===== config.mk =====
export PLATFORM = sky130hd
export DESIGN_NAME = throttle_window_max_delta_detector_flat
export DESIGN_NICKNAME = d
export VERILOG_FILES = /design/src/hw/rtl/twmd_pkg.sv /design/src/hw/rtl/twmd_if.sv /design/src/hw/rtl/twmd_queue.sv /design/src/hw/rtl/twmd_front.sv /design/src/hw/rtl/twmd_back.sv /design/src/hw/rtl/throttle_window_max_delta_detector.sv /design/src/flat_wrapper.sv
export SDC_FILE = /design/constraint.sdc
export NUM_CORES = 1
export LEC_CHECK = 0
export BUFFER_PORTS_ARGS = -buffer_cell sky130_fd_sc_hd__buf_4
export CORE_ASPECT_RATIO = 0.6
export CORE_MARGIN = 3
export CORE_UTILIZATION = 41
export DETAILED_ROUTE_END_ITERATION = 7
export PLACE_DENSITY = 0.54
export SYNTH_ARGS = -nofsm -noshare
export SYNTH_HDL_FRONTEND = slang
export SYNTH_HIERARCHICAL = 1
export SYNTH_SLANG_ARGS = --single-unit

===== constraint.sdc =====
create_clock -name clk -period 8.24 [get_ports clk]
set_input_delay 0.412 -clock clk [delete_from_list [all_inputs] [get_ports clk]]
set_output_delay 0.412 -clock clk [all_outputs]
set_load 0.02 [all_outputs]

===== src/hw/rtl/twmd_pkg.sv =====
// Shared types and constants for the throttle window max-rise detector.
package twmd_pkg;

  // Field widths
  localparam int SAMPLE_W   = 14;
  localparam int RISE_W     = 15;
  localparam int WIN_CFG_W  = 6;
  localparam int CFG_DATA_W = 14;
  localparam int CFG_IDX_W  = 2;

  // Register indexes
  localparam logic [CFG_IDX_W-1:0] REG_WINDOW = 2'd0;
  localparam logic [CFG_IDX_W-1:0] REG_ACCEL  = 2'd1;
  localparam logic [CFG_IDX_W-1:0] REG_DECEL  = 2'd2;

  // Window length after reset, and samples needed to form a pair
  localparam int RESET_WINDOW = 4;
  localparam int MIN_PAIR     = 2;

  // Depth of the queue between front and back
  localparam int QUEUE_DEPTH = 2;

  // Per-beat command handed from front to back
  typedef struct packed {
    logic [SAMPLE_W-1:0] sample;
    logic                too_short;
  } cmd_t;

endpackage


===== src/hw/rtl/twmd_if.sv =====
// Valid/ready channel interfaces for samples in and results out.
interface twmd_in_if;
  import twmd_pkg::*;

  logic                valid;
  logic                ready;
  logic [SAMPLE_W-1:0] throttle_sample;

  modport source (output valid, output throttle_sample, input ready);
  modport sink (input valid, input throttle_sample, output ready);
endinterface

interface twmd_out_if;
  import twmd_pkg::*;

  logic                valid;
  logic                ready;
  logic [SAMPLE_W-1:0] from_value;
  logic [SAMPLE_W-1:0] to_value;
  logic [RISE_W-1:0]   rise;
  logic                accel_flag;
  logic                decel_flag;
  logic                too_short;

  modport source (output valid, output from_value, output to_value, output rise,
                  output accel_flag, output decel_flag, output too_short, input ready);
  modport sink (input valid, input from_value, input to_value, input rise,
                input accel_flag, input decel_flag, input too_short, output ready);
endinterface


===== src/hw/rtl/twmd_queue.sv =====
// Short FIFO that decouples the front end from the scan back end.
module twmd_queue #(
  parameter int WIDTH = 8
) (
  input  logic             clk,
  input  logic             rst,
  input  logic             push,
  input  logic [WIDTH-1:0] din,
  output logic             full,
  input  logic             pop,
  output logic             not_empty,
  output logic [WIDTH-1:0] dout
);
  import twmd_pkg::*;

  localparam int PTR_W = (QUEUE_DEPTH > 1) ? $clog2(QUEUE_DEPTH) : 1;
  localparam int CNT_W = $clog2(QUEUE_DEPTH + 1);

  logic [WIDTH-1:0] entry [QUEUE_DEPTH];
  logic [PTR_W-1:0] wr_ptr;
  logic [PTR_W-1:0] rd_ptr;
  logic [CNT_W-1:0] count;

  assign full      = (count == CNT_W'(QUEUE_DEPTH));
  assign not_empty = (count != '0);
  assign dout      = entry[rd_ptr];

  // Payload storage
  always_ff @(posedge clk) begin
    if (push) begin
      entry[wr_ptr] <= din;
    end
  end

  // Pointers and occupancy
  always_ff @(posedge clk) begin
    if (rst) begin
      wr_ptr <= '0;
      rd_ptr <= '0;
      count  <= '0;
    end else begin
      if (push) begin
        wr_ptr <= (wr_ptr == PTR_W'(QUEUE_DEPTH - 1)) ? '0 : wr_ptr + PTR_W'(1);
      end
      if (pop) begin
        rd_ptr <= (rd_ptr == PTR_W'(QUEUE_DEPTH - 1)) ? '0 : rd_ptr + PTR_W'(1);
      end
      if (push && !pop) begin
        count <= count + CNT_W'(1);
      end else if (pop && !push) begin
        count <= count - CNT_W'(1);
      end
    end
  end

endmodule


===== src/hw/rtl/twmd_front.sv =====
// Front end: config registers, ring pointer and fill count, command issue.
module twmd_front #(
  parameter int MAX_WINDOW = 32,
  parameter int PTR_W      = 5,
  parameter int CNT_W      = 6
) (
  input  logic                         clk,
  input  logic                         rst,
  input  logic                         cfg_we,
  input  logic [twmd_pkg::CFG_IDX_W-1:0]  cfg_index,
  input  logic [twmd_pkg::CFG_DATA_W-1:0] cfg_data,
  twmd_in_if.sink                      samples,
  input  logic                         q_full,
  output logic                         q_push,
  output twmd_pkg::cmd_t               cmd,
  output logic [PTR_W-1:0]             slot,
  output logic [CNT_W-1:0]             len,
  output logic [CNT_W-1:0]             window,
  output logic [twmd_pkg::SAMPLE_W-1:0] accel_threshold,
  output logic [twmd_pkg::SAMPLE_W-1:0] decel_threshold
);
  import twmd_pkg::*;

  localparam int RESET_WIN = (RESET_WINDOW > MAX_WINDOW) ? MAX_WINDOW : RESET_WINDOW;

  logic [PTR_W-1:0]     wr_ptr;
  logic [CNT_W-1:0]     fill;
  logic [CNT_W-1:0]     wr_inc;
  logic [CNT_W-1:0]     fill_next;
  logic [WIN_CFG_W-1:0] win_cfg;

  assign samples.ready = !q_full;
  assign q_push        = samples.valid && !q_full;

  // Next pointer and fill count for the beat being taken
  always_comb begin
    wr_inc    = CNT_W'(wr_ptr) + CNT_W'(1);
    fill_next = (fill < window) ? fill + CNT_W'(1) : fill;
  end

  assign slot          = wr_ptr;
  assign len           = fill_next;
  assign cmd.sample    = samples.throttle_sample;
  assign cmd.too_short = (fill_next < CNT_W'(MIN_PAIR));
  assign win_cfg       = cfg_data[WIN_CFG_W-1:0];

  // Config writes and ring bookkeeping
  always_ff @(posedge clk) begin
    if (rst) begin
      window          <= CNT_W'(RESET_WIN);
      accel_threshold <= '0;
      decel_threshold <= '0;
      wr_ptr          <= '0;
      fill            <= '0;
    end else if (cfg_we) begin
      case (cfg_index)
        REG_WINDOW: begin
          if (win_cfg != '0) begin
            if (int'(win_cfg) > MAX_WINDOW) begin
              window <= CNT_W'(MAX_WINDOW);
            end else begin
              window <= CNT_W'(win_cfg);
            end
            wr_ptr <= '0;
            fill   <= '0;
          end
        end
        REG_ACCEL: accel_threshold <= cfg_data[SAMPLE_W-1:0];
        REG_DECEL: decel_threshold <= cfg_data[SAMPLE_W-1:0];
        default: ;
      endcase
    end else if (q_push) begin
      wr_ptr <= (wr_inc >= window) ? '0 : wr_inc[PTR_W-1:0];
      fill   <= fill_next;
    end
  end

endmodule


===== src/hw/rtl/twmd_back.sv =====
// Back end: ring memory write, pairwise scan for largest rise, result register.
module twmd_back #(
  parameter int MAX_WINDOW = 32,
  parameter int PTR_W      = 5,
  parameter int CNT_W      = 6
) (
  input  logic                          clk,
  input  logic                          rst,
  input  logic                          q_valid,
  output logic                          q_pop,
  input  twmd_pkg::cmd_t                cmd,
  input  logic [PTR_W-1:0]              slot,
  input  logic [CNT_W-1:0]              len,
  input  logic [CNT_W-1:0]              window,
  input  logic [twmd_pkg::SAMPLE_W-1:0] accel_threshold,
  input  logic [twmd_pkg::SAMPLE_W-1:0] decel_threshold,
  twmd_out_if.source                    results
);
  import twmd_pkg::*;

  localparam logic [1:0] S_IDLE  = 2'd0;
  localparam logic [1:0] S_WRITE = 2'd1;
  localparam logic [1:0] S_SCAN  = 2'd2;
  localparam logic [1:0] S_FIN   = 2'd3;

  logic [1:0]                state;
  cmd_t                      cur;
  logic [PTR_W-1:0]          cur_slot;
  logic [CNT_W-1:0]          cur_len;
  logic [CNT_W-1:0]          pairs_left;
  logic [PTR_W-1:0]          rd_addr;
  logic [PTR_W-1:0]          rd_addr_next;
  logic [SAMPLE_W-1:0]       rd_data;
  logic [SAMPLE_W-1:0]       prev;
  logic signed [RISE_W-1:0]  best;
  logic signed [RISE_W-1:0]  diff;
  logic [SAMPLE_W-1:0]       best_from;
  logic [SAMPLE_W-1:0]       best_to;
  logic signed [RISE_W-1:0]  fin_rise;
  logic signed [RISE_W-1:0]  accel_s;
  logic signed [RISE_W-1:0]  decel_neg;
  logic                      out_free;
  logic [SAMPLE_W-1:0]       ring [MAX_WINDOW];

  // Step one slot back, wrapping inside the window
  function automatic logic [PTR_W-1:0] step_back(input logic [PTR_W-1:0] a,
                                                input logic [CNT_W-1:0] w);
    logic [CNT_W-1:0] last;
    last = w - CNT_W'(1);
    return (a == '0) ? last[PTR_W-1:0] : a - PTR_W'(1);
  endfunction

  assign q_pop    = (state == S_IDLE) && q_valid;
  assign out_free = !results.valid || results.ready;

  // Read address: first older neighbor on write, then walk back during scan
  always_comb begin
    case (state)
      S_WRITE: rd_addr_next = step_back(cur_slot, window);
      S_SCAN:  rd_addr_next = step_back(rd_addr, window);
      default: rd_addr_next = rd_addr;
    endcase
  end

  // Ring memory: one write, one registered read
  always_ff @(posedge clk) begin
    if (state == S_WRITE) begin
      ring[cur_slot] <= cur.sample;
    end
    rd_data <= ring[rd_addr_next];
  end

  // Rise of the pair (prev newer, rd_data older)
  assign diff = $signed({1'b0, prev}) - $signed({1'b0, rd_data});

  // Result arithmetic
  assign fin_rise  = $signed({1'b0, best_to}) - $signed({1'b0, best_from});
  assign accel_s   = $signed({1'b0, accel_threshold});
  assign decel_neg = -$signed({1'b0, decel_threshold});

  // Sequencer and scan datapath
  always_ff @(posedge clk) begin
    rd_addr <= rd_addr_next;
    case (state)
      S_IDLE: begin
        if (q_valid) begin
          cur      <= cmd;
          cur_slot <= slot;
          cur_len  <= len;
        end
      end
      S_WRITE: begin
        prev       <= cur.sample;
        best       <= {1'b1, {(RISE_W-1){1'b0}}};
        pairs_left <= cur_len - CNT_W'(1);
        best_to    <= cur.sample;
        best_from  <= (window == CNT_W'(1)) ? cur.sample : '0;
      end
      S_SCAN: begin
        // strict compare keeps the newest pair on ties
        if (diff > best) begin
          best      <= diff;
          best_to   <= prev;
          best_from <= rd_data;
        end
        prev       <= rd_data;
        pairs_left <= pairs_left - CNT_W'(1);
      end
      default: ;
    endcase
  end

  // State register
  always_ff @(posedge clk) begin
    if (rst) begin
      state <= S_IDLE;
    end else begin
      case (state)
        S_IDLE:  if (q_valid) state <= S_WRITE;
        S_WRITE: state <= cur.too_short ? S_FIN : S_SCAN;
        S_SCAN:  if (pairs_left == CNT_W'(1)) state <= S_FIN;
        S_FIN:   if (out_free) state <= S_IDLE;
        default: state <= S_IDLE;
      endcase
    end
  end

  // Output beat register
  always_ff @(posedge clk) begin
    if (rst) begin
      results.valid <= 1'b0;
    end else if (state == S_FIN && out_free) begin
      results.valid <= 1'b1;
    end else if (results.ready) begin
      results.valid <= 1'b0;
    end
  end

  always_ff @(posedge clk) begin
    if (state == S_FIN && out_free) begin
      results.from_value <= best_from;
      results.to_value   <= best_to;
      results.rise       <= fin_rise;
      results.accel_flag <= (fin_rise > accel_s);
      results.decel_flag <= (fin_rise < decel_neg);
      results.too_short  <= cur.too_short;
    end
  end

endmodule


===== src/hw/rtl/throttle_window_max_delta_detector.sv =====
// Top level of the throttle window max-rise detector.
// Each throttle sample is stored in a ring of window_length slots and the
// block returns the consecutive pair with the largest rise among the last
// min(window_length, samples seen) samples, newest pair winning ties, with
// accel/decel flags. The front end takes a sample beat whenever the 2-deep
// command queue has room; the back end then works on one sample at a time,
// stepping through its write, scan and finish states, where the scan walks
// back over the samples held in the window (it is skipped when fewer than
// two are held) and reads one older ring entry per cycle through the single
// read port of the sample memory. A finished result sits
// in the output register while the next sample is being worked on. The ring
// is not cleared after reset or a window write; the fill count keeps every
// scan on entries written since.
module throttle_window_max_delta_detector #(
  parameter int MAX_WINDOW = 32
) (
  input  logic                            clk,
  input  logic                            rst,
  input  logic                            cfg_we,
  input  logic [twmd_pkg::CFG_IDX_W-1:0]  cfg_index,
  input  logic [twmd_pkg::CFG_DATA_W-1:0] cfg_data,
  twmd_in_if.sink                         samples,
  twmd_out_if.source                      results
);
  import twmd_pkg::*;

  localparam int PTR_W = $clog2(MAX_WINDOW);
  localparam int CNT_W = $clog2(MAX_WINDOW + 1);
  localparam int Q_W   = $bits(cmd_t) + PTR_W + CNT_W;

  logic                q_push;
  logic                q_pop;
  logic                q_full;
  logic                q_valid;
  cmd_t                f_cmd;
  cmd_t                b_cmd;
  logic [PTR_W-1:0]    f_slot;
  logic [PTR_W-1:0]    b_slot;
  logic [CNT_W-1:0]    f_len;
  logic [CNT_W-1:0]    b_len;
  logic [CNT_W-1:0]    window;
  logic [SAMPLE_W-1:0] accel_threshold;
  logic [SAMPLE_W-1:0] decel_threshold;
  logic [Q_W-1:0]      q_din;
  logic [Q_W-1:0]      q_dout;

  twmd_front #(
    .MAX_WINDOW(MAX_WINDOW),
    .PTR_W     (PTR_W),
    .CNT_W     (CNT_W)
  ) u_front (
    .clk            (clk),
    .rst            (rst),
    .cfg_we         (cfg_we),
    .cfg_index      (cfg_index),
    .cfg_data       (cfg_data),
    .samples        (samples),
    .q_full         (q_full),
    .q_push         (q_push),
    .cmd            (f_cmd),
    .slot           (f_slot),
    .len            (f_len),
    .window         (window),
    .accel_threshold(accel_threshold),
    .decel_threshold(decel_threshold)
  );

  assign q_din = {f_cmd, f_slot, f_len};

  twmd_queue #(
    .WIDTH(Q_W)
  ) u_queue (
    .clk      (clk),
    .rst      (rst),
    .push     (q_push),
    .din      (q_din),
    .full     (q_full),
    .pop      (q_pop),
    .not_empty(q_valid),
    .dout     (q_dout)
  );

  assign {b_cmd, b_slot, b_len} = q_dout;

  twmd_back #(
    .MAX_WINDOW(MAX_WINDOW),
    .PTR_W     (PTR_W),
    .CNT_W     (CNT_W)
  ) u_back (
    .clk            (clk),
    .rst            (rst),
    .q_valid        (q_valid),
    .q_pop          (q_pop),
    .cmd            (b_cmd),
    .slot           (b_slot),
    .len            (b_len),
    .window         (window),
    .accel_threshold(accel_threshold),
    .decel_threshold(decel_threshold),
    .results        (results)
  );

  // Rise always equals the difference of the reported pair
  assert property (@(posedge clk) disable iff (rst)
    results.valid |-> results.rise == (RISE_W'(results.to_value) - RISE_W'(results.from_value)))
    else $error("rise does not match reported pair");

  // Thresholds are non-negative, so both flags can never be set together
  assert property (@(posedge clk) disable iff (rst)
    results.valid |-> !(results.accel_flag && results.decel_flag))
    else $error("accel and decel flags both set");

  // A short window pairs the sample with zero or with itself
  assert property (@(posedge clk) disable iff (rst)
    results.valid && results.too_short |-> results.from_value == '0 || results.rise == '0)
    else $error("short window pair is not cleared slot or self");

  // Queue is only popped while it holds a command
  assert property (@(posedge clk) disable iff (rst)
    q_pop |-> q_valid && !$past(q_pop && !q_push && !q_valid))
    else $error("command queue popped while empty");

endmodule


===== src/flat_wrapper.sv =====
// flat-port wrapper written by rule: the top's interface ports become plain ports
module throttle_window_max_delta_detector_flat import twmd_pkg::*;
#(
  parameter int MAX_WINDOW = 32
)
  (clk, rst, cfg_we, cfg_index, cfg_data, samples_valid, samples_throttle_sample, samples_ready, results_valid, results_from_value, results_to_value, results_rise, results_accel_flag, results_decel_flag, results_too_short, results_ready);
  twmd_in_if samples_i ();
  twmd_out_if results_i ();
  input  logic clk;
  input  logic rst;
  input  logic cfg_we;
  input  logic [twmd_pkg::CFG_IDX_W-1:0] cfg_index;
  input  logic [twmd_pkg::CFG_DATA_W-1:0] cfg_data;
  input wire logic [$bits(samples_i.valid)-1:0] samples_valid;
  input wire logic [$bits(samples_i.throttle_sample)-1:0] samples_throttle_sample;
  output wire logic [$bits(samples_i.ready)-1:0] samples_ready;
  output wire logic [$bits(results_i.valid)-1:0] results_valid;
  output wire logic [$bits(results_i.from_value)-1:0] results_from_value;
  output wire logic [$bits(results_i.to_value)-1:0] results_to_value;
  output wire logic [$bits(results_i.rise)-1:0] results_rise;
  output wire logic [$bits(results_i.accel_flag)-1:0] results_accel_flag;
  output wire logic [$bits(results_i.decel_flag)-1:0] results_decel_flag;
  output wire logic [$bits(results_i.too_short)-1:0] results_too_short;
  input wire logic [$bits(results_i.ready)-1:0] results_ready;
  assign samples_i.valid = samples_valid;
  assign samples_i.throttle_sample = samples_throttle_sample;
  assign samples_ready = samples_i.ready;
  assign results_valid = results_i.valid;
  assign results_from_value = results_i.from_value;
  assign results_to_value = results_i.to_value;
  assign results_rise = results_i.rise;
  assign results_accel_flag = results_i.accel_flag;
  assign results_decel_flag = results_i.decel_flag;
  assign results_too_short = results_i.too_short;
  assign results_i.ready = results_ready;
  throttle_window_max_delta_detector #(.MAX_WINDOW(MAX_WINDOW)) u_core (.clk(clk), .rst(rst), .cfg_we(cfg_we), .cfg_index(cfg_index), .cfg_data(cfg_data), .samples(samples_i), .results(results_i));
endmodule

# Word-level counts from Yosys, hierarchy flattened
# Memory sizes are Yosys's and may differ from the RTL's. A register that Yosys moved wholly into a read port is not among the register bits.
# Index checks and enable logic that the tools add are counted.
dict set report classes {
  mux 38
  order_cmp 7
  div_mod_pow 0
  mul 0
  shift 0
  eq_ne 14
  add_sub_neg 14
  n_bitwise 0
  reduce_logical 27
}
# cell count
set op_table {}
lappend op_table {{$pmux W14 S2} 3}
lappend op_table {{$mux W14} 3}
lappend op_table {{$mux W6} 6}
lappend op_table {{$mux W5} 7}
lappend op_table {{$gt A15 B15 Y1} 2}
lappend op_table {{$pmux W15 S2} 1}
lappend op_table {{$sub A14 B14 Y15} 2}
lappend op_table {{$lt A15 B15 Y1} 1}
lappend op_table {{$mux W15} 1}
lappend op_table {{$neg A14 Y15} 1}
lappend op_table {{$sub A5 B1 Y5 const B} 3}
lappend op_table {{$eq A6 B1 Y1 const B} 2}
lappend op_table {{$pmux W6 S2} 1}
lappend op_table {{$sub A6 B1 Y6 const B} 2}
lappend op_table {{$logic_not A5 Y1} 2}
lappend op_table {{$mux W2} 5}
lappend op_table {{$pmux W5 S2} 1}
lappend op_table {{$reduce_bool A2 Y1} 5}
lappend op_table {{$mux W1} 9}
lappend op_table {{$reduce_and A3 Y1} 3}
lappend op_table {{$eq A2 B2 Y1 const B} 4}
lappend op_table {{$ne A2 B2 Y1 const B} 4}
lappend op_table {{$pmux W2 S4} 1}
lappend op_table {{$reduce_and A2 Y1} 4}
lappend op_table {{16 further kinds} 27}
dict set report word_totals {
  rom_bits 0
  ram_bits 500
  latchBits 0
  ff_bits 166
  word_cells 124
  output_inout_bits 48
  input_bits 35
  mem_count 2
}
# memory words word_bits rd rd_clocked_by_memory_dff wr line
set memory_table {}
lappend memory_table {u_core.u_back.ring 32 14 1 1 1 twmd_back.sv:43} ;# logic [SAMPLE_W-1:0] ring [MAX_WINDOW];
lappend memory_table {u_core.u_queue.entry 2 26 1 1 1 twmd_queue.sv:19} ;# logic [WIDTH-1:0] entry [QUEUE_DEPTH];

# Depth between registers and ports, before layout
dict set report logic_depth {
  word_depth 7
  ltp_mapped 17
  mapped_depth_nobuf 17
}

# Hierarchy
# The synthesis kept the hierarchy.
# module cells_per_inst area_each_um2 n_inst seq_area_each_um2
set modules_own_cells {}
lappend modules_own_cells {twmd_back 1964 25966.2 1 17947.2}
lappend modules_own_cells {twmd_front 285 2272.2 1 900.9}
lappend modules_own_cells {twmd_queue 103 2092.0 1 1661.6}

# Least setup slack after synthesis
# No wires, ideal clock.
dict set report synth_timing {
  kind {register -> register}
  start {reg u_core.u_back.prev[0]}
  end {reg u_core.u_back.best[0] (enable)}
  arrival_time_ns 7.440
  synth_period_minus_slack_ns 8.002
  setup_time_ns 0.563
  path_stages_with_launch 18
  setup_slack_ns 0.238
  required_ns 7.677
  n_path_buf 0
  path_cell_list {edfxtp_1 -> inv_1 -> ha_1 -> fa_1 -> o21ai_0 -> a21oi_1 -> o21bai_1 -> a31o_2 -> a41oi_1 -> a21oi_1 -> a31oi_1 -> ha_1 -> nand2_1 -> nor2_1 -> nand3_1 -> or2_2 -> and4b_1 -> o41ai_1}
}
dict set report synth_via {
  elab_chain_cells 4
}
# element line
set synth_lines {}
lappend synth_lines {{start: declaration} twmd_back.sv:34} ;# logic [SAMPLE_W-1:0] prev;
lappend synth_lines {{start signal: assignment} twmd_back.sv:93} ;# prev <= cur.sample;
lappend synth_lines {{start signal: assignment} twmd_back.sv:106} ;# prev <= rd_data;
lappend synth_lines {{$sub A14 B14 Y15} twmd_back.sv:74} ;# assign diff = $signed({1'b0, prev}) - $signed({1'b0, rd_data});
lappend synth_lines {{named net u_core.u_back.diff[14]} twmd_back.sv:36} ;# logic signed [RISE_W-1:0] diff;
lappend synth_lines {{$gt A15 B15 Y1} twmd_back.sv:101} ;# if (diff > best) begin
lappend synth_lines {{$ne A2 B2 Y1 (no source line)} n/a}
lappend synth_lines {{$reduce_and A2 Y1 (no source line)} n/a}
lappend synth_lines {{end signal: assignment} twmd_back.sv:94} ;# best <= {1'b1, {(RISE_W-1){1'b0}}};
lappend synth_lines {{end signal: assignment} twmd_back.sv:102} ;# best <= diff;
lappend synth_lines {{end: declaration} twmd_back.sv:35} ;# logic signed [RISE_W-1:0] best;
# The timed path passes the listed nets, and every way through them passes these cells.
# A chain may end at the register's enable or synchronous reset.

# Final worst setup path
dict set report layout_timing {
  start {reg u_core.u_back.rd_addr[0]}
  end {reg u_core.u_back.rd_data[12], read port of u_core.u_back.ring}
}
dict set report layout_via {
  elab_chain_cells 3
  word_cells_on_any_way 4
  classes_between {add/sub: 1; mux: 2; reduce/logical: 1}
}
# element line
set layout_lines {}
lappend layout_lines {{start: declaration} twmd_back.sv:31} ;# logic [PTR_W-1:0] rd_addr;
lappend layout_lines {{start signal: assignment} twmd_back.sv:83} ;# rd_addr <= rd_addr_next;
lappend layout_lines {{$sub A5 B1 Y5 or $logic_not A5 Y1 (tied branches)} twmd_back.sv:50} ;# return (a == '0) ? last[PTR_W-1:0] : a - PTR_W'(1);
lappend layout_lines {{$mux W5} twmd_back.sv:50}
lappend layout_lines {{$pmux W5 S2 *} twmd_back.sv:58} ;# case (state)
lappend layout_lines {{end: declaration} twmd_back.sv:33} ;# logic [SAMPLE_W-1:0] rd_data;
# Every way passes the cells marked *; elsewhere a longest branch is shown, timed or not.

==> flow_summary_export.csv <==
group,metric,value,unit
yosys,yosysTopAreaCellShare,62.9,%
sta,slew_violations,0,
setup_path,critPathMaxFanout,71,
setup_path,startpoint_type,"flop",
finish,area_growth_syn_to_layout,13.2,%
power,power.total,15.3,mW
setup_path,crit_type,"reg -> reg",
floorplanning,die_area,77400,µm²
grt,grtUsageTotal,21.0,%
finish,ff_latch_area,20500,µm²
finish,final_layout_size_suffix_gt1_share,12.4,%
floorplanning,initial_utilization,41.9,%
route,wl,82100,µm
placement,dpl_cell_area,32100,µm²
route,postRouteAntennaNets,0,
sta,setup_viol,0,
sta,fin_crit,5.13,ns
hold_path,worstHoldPathCells,3,
yosys,syn-cell-area,30300,µm²
cts,postCtsSetupRepairBufs,0,
route,drtIter0Drc,2082,
route,drc,0,
grt,use_met3,6.62,%
route,wire_per_inst,23.7,µm
finish,diodes,0,
sta,slew_headroom,13.0,%
sta,skew,0.0263,ns
sta,final-hold-violation-count,0,
cts,cts.reportedPaths.clkPinSlew,0.07,ns
finish,fin_cells,3471,
sta,rsz0062_at_grt,"false",
placement,dp_cells,3334,
route,drt_pass1_iterations,6,
grt,grt_overflow,0,
cts,htree_levels,3,
finish,layout_common_cells,"635 x edfxtp_1, 430 x nand2_1, 140 x buf_4",
cts,cts_resized,0,
yosys,avgSynthCellArea,12.9,µm²
yosys,synthCells,2352,
yosys,yosysUniqueCellTypes,74,
cts,cts_made_buffers,67,
yosys,synth.area.top_cells,"edfxtp_1 63%, nand2_1 5.3%, dfxtp_1 4.8%, ha_1 4.0%, mux2i_1 1.7%",
yosys,synthesis.nets,2487,
grt,grt_use_met2,26.6,%
setup_path,worstRegToRegCells,13,
finish,fillers,6408,
grt,grt_first_pass_wirelength,120000,µm
hold_path,hold_class,"in -> reg",
grt,grt_pass1_vias,18320,
yosys,synth_edf_count,635,
grt,antenna_found_initial,1,
finish,design_area,34300,µm²
cts,clock-sinks,707,
cts,cts.path.max_buffers,3,
grt,grt_max_degree,84,
power,powerDensity,447,nW/µm²
yosys,synth_area_leader_cell,"edfxtp_1",
power,ir_drop,0.000408,V
floorplanning,die_h,217,µm
placement,portBuffers,82,
finish,finalNetCount,2577,
sta,tightest_slew,1.27,ns
placement,hpwl,52300,µm
setup_path,required,8.70,ns
grt,global_route.usage.met1,34.0,%
finish,multiInputGateArea,8940,µm²
setup_path,cp.arrival,5.60,ns
sta,period_share,62.3,%
sta,tns,0,ns
cts,root_buffer,"clkbuf_16",
yosys,ys_ff_latch,707,
yosys,async_reset_ff_share,0,%
setup_path,cp-end-kind,"flop",
grt,top_usage_layer,"met1",
job,max-cap-violations,0,
yosys,synth_warnings,6,
sta,max_freq,195,MHz
floorplanning,io_pins,83,
route,routed_via_density,5.56,
placement,gp_congestion,0.864,
cts,cts_tree,"built",
floorplanning,die_width,357,µm
floorplanning,core_area,72500,µm²
route,vias,19315,
yosys,seq_area_frac_synth,67.6,%
finish,utilization,47.4,%
power,p_leak,12.3,nW
floorplanning,rows,76,
outcome,outcome,"finished clean",
yosys,ys.flop_type,"edfxtp_1",
cts,clk_latency,0.62,ns
finish,final_common_cell,"edfxtp_1",
[cells by family (layout without fill, tap and decap cells)]
| family | after synthesis | after routing | share of synthesized area, % |
|---|---|---|---|
| flops | 707 | 707 | 67.6 |
| fa+ha+maj | 104 | 104 | 4.32 |
| xor+xnor | 61 | 61 | 1.76 |
| mux | 81 | 81 | 2.83 |
| buf+inv | 229 | 373 | 3.39 |
| compound gates | 359 | 359 | 8.07 |
| simple gates | 811 | 811 | 12.0 |
[synthesized netlist by cell type (all sizes together), types with 61 or more instances]
library cell	count
nor2	91
inv	95
dfxtp	72
nand2	431
buf	63
clkbuf	70
a211oi	61
nand3	101
a31oi	62
a21oi	63
ha	98
edfxtp	635
[routing by layer]
metal	part of all wire, %	vias up
met5	0.33	-
li1	-	8859
met3	10	99
met4	1.7	4
met1	50	9625
met2	38	728
[flip-flops by register name, summed over array words and instances, names as in the netlist, 6 cells and up, named ones only]
register	cells
u_core/u_back/results.to_value	14
u_core/u_back/cur_len	6
u_core/u_back/rd_data	14
u_core/u_back/ring	448
u_core/u_back/results.rise	15
u_core/u_front/fill	6
u_core/u_front/decel_threshold	14
u_core/u_back/prev	14
u_core/u_front/accel_threshold	14
u_core/u_back/best_to	14
u_core/u_back/best_from	14
u_core/u_back/results.from_value	14
u_core/u_back/pairs_left	6
u_core/u_queue/entry	52
u_core/u_front/window	6
u_core/u_back/best	15
u_core/u_back/cur	15
[area by class of cell]
| type | count | area share (%) |
|---|---|---|
| sequential | 707 | 59.8 |
| multi-input combinational | 1416 | 26.0 |
| clock buffer | 85 | 5.21 |
| tap | 975 | 3.55 |
| timing repair buffer | 154 | 3.47 |
| inverter | 96 | 1.07 |
| clock inverter | 38 | 0.900 |
[worst max-delay path, stage by stage, from the launching register on]
cell,delay (ns)
dfxtp_1,0.33
inv_1,0.08
ha_1,0.21
or4b_1,0.57
mux2i_1,0.19
a221o_1,0.15
buf_4,0.49
nand2_4,0.52
inv_6,0.67
buf_4,0.49
mux2i_1,0.28
mux2i_1,0.10
a32oi_1,0.54
nand4_1,0.20
[final timing paths]
check / from / slack [ns] / end
setup / recovery: u_core/u_back/rd_addr[0]$_DFF_P_ / 3.11 / u_core/u_back/rd_data[12]$_DFF_P_
setup reg to reg: u_core/u_back/rd_addr[0]$_DFF_P_ / 3.11 / u_core/u_back/rd_data[12]$_DFF_P_
hold / removal: cfg_data[9] / 0.05 / u_core/u_front/decel_threshold[9]$_SDFFE_PP0P_
hold reg to reg: u_core/u_back/best_from[5]$_DFFE_PP_ / 0.45 / u_core/u_back/results.from_value[5]$_DFFE_PP_
[repair_timing]
action                                  in CTS  in global routing
hold buffers                                14                  0
endpoints found under the hold margin       28                  0
endpoints found under the setup margin       0                  0
[where the power goes]
group,leakage [nW],internal (mW),total [mW],switching (mW)
sequential,6.37,4.87,5.13,0.261
combinational,4.93,2.28,7.17,4.89
clock,1.03,1.67,3.03,1.35
total,12.3,8.83,15.3,6.50
[stage by stage]
step                setup slack, ns  hold WS (ns)
floorplan                     0.238         0.426
global placement               3.33         0.437
detailed placement             3.18         0.437
CTS                            3.20       0.00666
global route                   2.75        0.0304
finish                         3.11        0.0529
(Power assumes the default switching activity.)
